`src/sv/gcfc_pkg.sv`:
```
// gcfc_pkg: shared types and constants of the green chromaticity field classifier
// register indexes, reset values and the pipeline stage payload type
// no dependencies
`default_nettype none

package gcfc_pkg;

  localparam int BYTE_W    = 8;
  localparam int SUM_W     = 10;  // b + g + r, up to 765
  localparam int NUM_W     = 17;  // 510*g + sum, up to 130815
  localparam int DEN_W     = 11;  // 2*sum, up to 1530
  localparam int TRIAL_W   = 19;  // den shifted by up to seven places
  localparam int QUO_W     = 8;
  localparam int DIV_STAGES = 4;
  localparam int BITS_PER_STAGE = QUO_W / DIV_STAGES;
  localparam int CFG_IDX_W = 3;

  localparam logic [CFG_IDX_W-1:0] REG_GREEN_THRESHOLD = 3'd0;
  localparam logic [CFG_IDX_W-1:0] REG_LUMA_LOW        = 3'd1;
  localparam logic [CFG_IDX_W-1:0] REG_LUMA_HIGH       = 3'd2;
  localparam logic [CFG_IDX_W-1:0] REG_U_LOW           = 3'd3;
  localparam logic [CFG_IDX_W-1:0] REG_U_HIGH          = 3'd4;
  localparam logic [CFG_IDX_W-1:0] REG_V_LOW           = 3'd5;
  localparam logic [CFG_IDX_W-1:0] REG_V_HIGH          = 3'd6;

  localparam logic [BYTE_W-1:0] BOUND_LOW_RESET  = 8'd0;
  localparam logic [BYTE_W-1:0] BOUND_HIGH_RESET = 8'd255;
  localparam logic [BYTE_W-1:0] THRESHOLD_RESET  = 8'd0;

  typedef struct packed {
    logic [NUM_W-1:0] rem;
    logic [DEN_W-1:0] den;
    logic [QUO_W-1:0] quo;
    logic             zero;
    logic             in_range;
  } stage_t;

endpackage

`default_nettype wire

```
`src/sv/green_chromaticity_field_classifier_unit.sv`:
```
// green_chromaticity_field_classifier_unit: per-pixel field mask from green share and yuv bounds
// top level; uses gcfc_pkg for types and register indexes
//
// usage
//   input channel in_valid/in_ready carries one pixel per transaction: blue, green, red,
//   luma, chroma_u, chroma_v. output channel out_valid/out_ready returns green_ratio,
//   round(255*g/(b+g+r)) with ties up and 0 for a black pixel, and field_pixel.
//   the seven bound registers are written through cfg_wr_en/cfg_index/cfg_data; indexes
//   above six are ignored. the user must write them only while the block is idle (unenforced).
// pipeline and throughput
//   a pixel passes through six register stages: one preparation stage, four restoring
//   divider stages of two quotient bits each, one output register.
//   one pixel per cycle sustained while out_ready is high; the divider pipeline sets the latency.
// reset
//   rst empties every stage and loads the register reset values.
// stalls
//   each stage holds while the one after it is full and stalled; empty stages keep
//   filling, so up to six pixels are taken while out_ready is low.
`default_nettype none

module green_chromaticity_field_classifier_unit (
  input  wire logic                          clk,
  input  wire logic                          rst,
  input  wire logic                          in_valid,
  output logic                               in_ready,
  input  wire logic [gcfc_pkg::BYTE_W-1:0]   blue,
  input  wire logic [gcfc_pkg::BYTE_W-1:0]   green,
  input  wire logic [gcfc_pkg::BYTE_W-1:0]   red,
  input  wire logic [gcfc_pkg::BYTE_W-1:0]   luma,
  input  wire logic [gcfc_pkg::BYTE_W-1:0]   chroma_u,
  input  wire logic [gcfc_pkg::BYTE_W-1:0]   chroma_v,
  output logic                               out_valid,
  input  wire logic                          out_ready,
  output logic [gcfc_pkg::BYTE_W-1:0]        green_ratio,
  output logic                               field_pixel,
  input  wire logic                          cfg_wr_en,
  input  wire logic [gcfc_pkg::CFG_IDX_W-1:0] cfg_index,
  input  wire logic [gcfc_pkg::BYTE_W-1:0]   cfg_data
);

  import gcfc_pkg::*;

  logic [BYTE_W-1:0] green_threshold;
  logic [BYTE_W-1:0] luma_low;
  logic [BYTE_W-1:0] luma_high;
  logic [BYTE_W-1:0] u_low;
  logic [BYTE_W-1:0] u_high;
  logic [BYTE_W-1:0] v_low;
  logic [BYTE_W-1:0] v_high;

  logic   vld [0:DIV_STAGES];
  logic   rdy [0:DIV_STAGES+1];
  stage_t st  [0:DIV_STAGES];
  stage_t st_next [0:DIV_STAGES];

  logic [SUM_W-1:0] sum;
  logic [BYTE_W-1:0] ratio_next;
  logic field_next;

  // configuration registers
  always_ff @(posedge clk) begin
    if (rst) begin
      green_threshold <= THRESHOLD_RESET;
      luma_low        <= BOUND_LOW_RESET;
      luma_high       <= BOUND_HIGH_RESET;
      u_low           <= BOUND_LOW_RESET;
      u_high          <= BOUND_HIGH_RESET;
      v_low           <= BOUND_LOW_RESET;
      v_high          <= BOUND_HIGH_RESET;
    end else if (cfg_wr_en) begin
      case (cfg_index)
        REG_GREEN_THRESHOLD: green_threshold <= cfg_data;
        REG_LUMA_LOW:        luma_low        <= cfg_data;
        REG_LUMA_HIGH:       luma_high       <= cfg_data;
        REG_U_LOW:           u_low           <= cfg_data;
        REG_U_HIGH:          u_high          <= cfg_data;
        REG_V_LOW:           v_low           <= cfg_data;
        REG_V_HIGH:          v_high          <= cfg_data;
        default: ;
      endcase
    end
  end

  // per-stage ready, bubbles collapse
  always_comb begin
    rdy[DIV_STAGES+1] = !out_valid || out_ready;
    for (int i = DIV_STAGES; i >= 0; i--) begin
      rdy[i] = !vld[i] || rdy[i+1];
    end
  end

  assign in_ready = rdy[0];

  always_comb begin
    logic [TRIAL_W-1:0] trial;
    int k;
    // preparation: numerator 510*g + sum, denominator 2*sum, yuv window
    sum = SUM_W'(blue) + SUM_W'(green) + SUM_W'(red);
    st_next[0].rem = (NUM_W'(green) << 9) - (NUM_W'(green) << 1) + NUM_W'(sum);
    st_next[0].den = {sum, 1'b0};
    st_next[0].quo = '0;
    st_next[0].zero = (sum == '0);
    st_next[0].in_range = (luma >= luma_low) && (luma <= luma_high)
                       && (chroma_u >= u_low) && (chroma_u <= u_high)
                       && (chroma_v >= v_low) && (chroma_v <= v_high);
    // restoring divider, two quotient bits per stage, msb first
    for (int j = 1; j <= DIV_STAGES; j++) begin
      st_next[j] = st[j-1];
      for (int b = 0; b < BITS_PER_STAGE; b++) begin
        k = QUO_W - 1 - BITS_PER_STAGE * (j - 1) - b;
        trial = TRIAL_W'(st_next[j].den) << k;
        if (TRIAL_W'(st_next[j].rem) >= trial) begin
          st_next[j].rem = st_next[j].rem - NUM_W'(trial);
          st_next[j].quo[3'(k)] = 1'b1;
        end
      end
    end
  end

  always_comb begin
    ratio_next = st[DIV_STAGES].zero ? '0 : st[DIV_STAGES].quo;
    field_next = (ratio_next > green_threshold) && st[DIV_STAGES].in_range;
  end

  always_ff @(posedge clk) begin
    if (rst) begin
      for (int i = 0; i <= DIV_STAGES; i++) begin
        vld[i] <= 1'b0;
      end
      out_valid <= 1'b0;
    end else begin
      if (rdy[0]) begin
        vld[0] <= in_valid;
      end
      for (int i = 1; i <= DIV_STAGES; i++) begin
        if (rdy[i]) begin
          vld[i] <= vld[i-1];
        end
      end
      if (rdy[DIV_STAGES+1]) begin
        out_valid <= vld[DIV_STAGES];
      end
    end
  end

  always_ff @(posedge clk) begin
    for (int i = 0; i <= DIV_STAGES; i++) begin
      if (rdy[i]) begin
        st[i] <= st_next[i];
      end
    end
    if (rdy[DIV_STAGES+1]) begin
      green_ratio <= ratio_next;
      field_pixel <= field_next;
    end
  end

endmodule

`default_nettype wire

```
`config.mk`:
```
export PLATFORM = sky130hd
export DESIGN_NAME = green_chromaticity_field_classifier_unit
export DESIGN_NICKNAME = d
export VERILOG_FILES = /design/src/sv/gcfc_pkg.sv /design/src/sv/green_chromaticity_field_classifier_unit.sv
export SDC_FILE = /design/constraint.sdc
export NUM_CORES = 1
export LEC_CHECK = 0
export ABC_AREA = 1
export BUFFER_PORTS_ARGS = -buffer_cell sky130_fd_sc_hd__buf_4
export CAP_MARGIN = 20
export CORE_ASPECT_RATIO = 1.75
export CORE_MARGIN = 2
export CORE_UTILIZATION = 30
export CTS_CLUSTER_DIAMETER = 150
export DETAILED_ROUTE_END_ITERATION = 8
export HOLD_SLACK_MARGIN = 0.03
export PLACE_DENSITY_LB_ADDON = 0.08
export SETUP_SLACK_MARGIN = 0.05
export SYNTH_ARGS = -nofsm -noshare
export SYNTH_HDL_FRONTEND = slang
export SYNTH_SLANG_ARGS = --single-unit
export TNS_END_PERCENT = 10
```
`constraint.sdc`:
```
create_clock -name clk -period 7.81 [get_ports clk]
set_clock_uncertainty 0.1 [all_clocks]
set_input_delay 1.9525 -clock clk [delete_from_list [all_inputs] [get_ports clk]]
set_output_delay 1.9525 -clock clk [all_outputs]
set_load 0.05 [all_outputs]
```
==> reports/qor.yml <==
status: "finished, final reports clean"
hold-path-endpoint: "st[0][156]$_DFFE_PP_"
hold_violations: 0
grt_pass1_wl_um: 59700
finalNetCount: 1981
cts_resized: 0
r2r_start: "st[0][53]$_DFFE_PP_"
rr_worst_depth: 19
numCtsBuffers: 17
portBuffers: 70
grt_max_degree: 64
post-route-drc-count: 0
n_fill_cell: 4845
synth_seq_area_share: 0.365
ys_warn_count: 0
cts_setup_buffers: 0
multiInputGateArea_mm2: 0.00752
period_minus_slack_ns: 5.98
synth_area_leaders: "edfxtp_1, ha_1, nand2_1, dfxtp_1, inv_1"
hp-start: "st[0][118]$_DFFE_PP_"
initial_core_util: 0.302
setup_viol: 0
postRouteAntennaNets: 0
gp_congestion: 0.849
critPathMaxStageDelay_ns: 0.26
cts_root_buf: "clkbuf_16"
cts_hold_buf: 0
yosys.area.top_type_share: 0.282
crit_family: "buffers and inverters"
max-slew-margin-rel: 0.322
finalCritPeriodShare: 0.766
ys_ff_latch: 187
global_route.usage.met3: 0.0195
path_buf_inv: 7
synthArstFlopShare: 0
r2r_end: "st[0][112]$_DFFE_PP_"
end_kind: "output port"
hold_depth: 0
cp.required_ns: 5.76
seqCellArea_mm2: 0.00504
grt.busiest_layer: "met2"
critPathArrivalTime_ns: 3.93
clock-sinks: 187
pin_count: 75
routed_wl_um: 37700
max-cap-violations: 0
synth_top_cell_by_area: "edfxtp_1"
r2r_slack_ns: 2.55
syn_to_final_growth_pct: 13.2
layout_commonest_cell: "nand2_1"
row_count: 104
wire_per_inst_um: 16.1
drive_above_1_share: 0.102
crit_path_cell_trace: "buf_4 > nor2_1 > inv_1 > nor2_1 > inv_1 > nor2_1 > inv_1 > nor2_1 > inv_1 > nor2_1 > nand2_1 > buf_4 > buf_4"
mostFrequentLayoutCells: "nand2_1, inv_1, ha_1"
dr_total_vias: 10900
finalMaxSlewViolations: 0
cts_max_path_buffers: 2
die_area_mm2: 0.0479
drt_first_iter_violations: 443
startpoint_type: "input pin"
fmax_mhz: 167
syn_avg_cell_area_um2: 8.27
hp-class: "reg -> reg"
grt.total_usage: 0.162
synth_edf_count: 130
coreArea_mm2: 0.0458
path_common_cell: "nor2_1"
die_y_um: 288
syn_inst: 1671
cp_max_fo: 30
critPathKind: "in -> out"
synth_cell_types: 57
firstDrtPassIters: 7
clk_latency_ns: 0.46
antenna_found_initial: 0
cts_tree: "yes"
syn_area_mm2: 0.0138
crit_slowest_cell: "buf_4"
cp.depth: 13
gr-total-overflow: 0
htreeDepth: 4
met2_usage: 0.352
grt_pass1_vias: 11300
rsz0062_at_grt: "no"
clk_pin_slew_worst_paths_ns: 0.08
crit_start: "out_ready"
grtUsageMet1: 0.140
antenna_cells: 0
dp.final_hpwl_um: 31700
tightestPinTransition_ns: 1.01
synthFlopType: "edfxtp_1"
die_w_um: 166
drt-vias-per-instance: 4.64
finalSetupTns_ns: 0
-- worst register-to-register path, cell delays in order, from the launching register on --
cell       delay, ns
edfxtp_1        0.41
inv_1           0.11
ha_1            0.36
nand2_1         0.13
nor2_1          0.20
inv_1           0.08
nor2_1          0.33
nand3_1         0.37
nand3_2         0.34
inv_1           0.25
o21ai_0         0.32
ha_1            0.34
a21oi_1         0.19
o21ai_0         0.20
nand2_1         0.12
o2111ai_1       0.19
a21oi_2         0.21
nand3_2         0.36
inv_2           0.31
a21oi_1         0.07
-- how the worst max path moves through the flow --
stage | endpoint | slack, ns
global route | in_ready | 1.57
CTS | in_ready | 1.17
detailed placement | in_ready | 1.18
floorplan | in_ready | 0.80
finish | in_ready | 1.83
global placement | in_ready | 1.21
-- synthesized netlist by cell type (4+ instances only) --
| library cell | instances |
|---|---|
| a21o_1 | 4 |
| a21oi_1 | 125 |
| a31oi_1 | 11 |
| buf_4 | 4 |
| buf_6 | 5 |
| clkbuf_1 | 16 |
| dfxtp_1 | 57 |
| edfxtp_1 | 130 |
| fa_1 | 17 |
| ha_1 | 160 |
| inv_1 | 277 |
| inv_2 | 9 |
| nand2_1 | 322 |
| nand2_2 | 28 |
| nand2_4 | 4 |
| nand3_1 | 72 |
| nand3_4 | 5 |
| nand3b_1 | 4 |
| nand4_1 | 20 |
| nor2_1 | 106 |
| nor2_2 | 7 |
| nor3_1 | 14 |
| nor4_1 | 6 |
| o2111ai_1 | 6 |
| o211ai_1 | 26 |
| o21a_1 | 7 |
| o21ai_0 | 105 |
| o21ai_2 | 4 |
| o21bai_1 | 5 |
| o31ai_1 | 4 |
| xnor2_1 | 22 |
| xor2_1 | 52 |
-- sequential cells by signal (all words and copies together) (netlist names) --
register and count:
green_threshold 8, v_low 8, luma_low 8, v_high 8
field_pixel 1, st 120, u_low 8, vld 5
green_ratio 4, luma_high 8, out_valid 1, u_high 8
-- cells by family (layout without fill, tap and decap cells) --
family / Yosys count / after routing / share of synthesized area
adders and majority gates: 177 / 177 / 0.169
other: 1 / 4 / 0.000271
and+or+nand+nor: 600 / 600 / 0.196
DFF: 187 / 187 / 0.365
AOI/OAI and AO/OA: 315 / 315 / 0.131
xor gates and xnor gates: 74 / 74 / 0.0469
buffers and inverters: 317 / 396 / 0.0915
-- metal layers --
| metal | vias up | wire [um] | share of wire |
|---|---|---|---|
| met4 | 0 | 1580 | 0.042 |
| met1 | 4961 | 12700 | 0.34 |
| met3 | 57 | 527 | 0.014 |
| met2 | 116 | 22900 | 0.61 |
| met5 | - | 0 | 0 |
| li1 | 5716 | - | - |
-- final cells by class --
type | instances | share of cell area
flip-flops and latches | 187 | 0.322
repair buffers | 76 | 0.0390
inverters | 288 | 0.0693
clock inverters | 14 | 0.0142
well taps | 583 | 0.0466
multi-input cells | 1170 | 0.481
clock buffers | 18 | 0.0274
-- through the flow --
step	util	setup WS (ns)	hold slack, ns	std cells	instance area [um2]
after floorplan	-	0.797	0.300	1674	13800
after global placement	0.326	1.21	0.312	2301	14900
after detailed placement	0.326	1.18	0.308	2301	14900
after CTS	0.340	1.17	0.328	2333	15600
after global routing	0.342	1.57	0.337	2336	15600
final	0.342	1.83	0.326	2336	15600
Power is not shown: default switching activity piles up to over one toggle a cycle in this logic, so the estimate is an artifact.
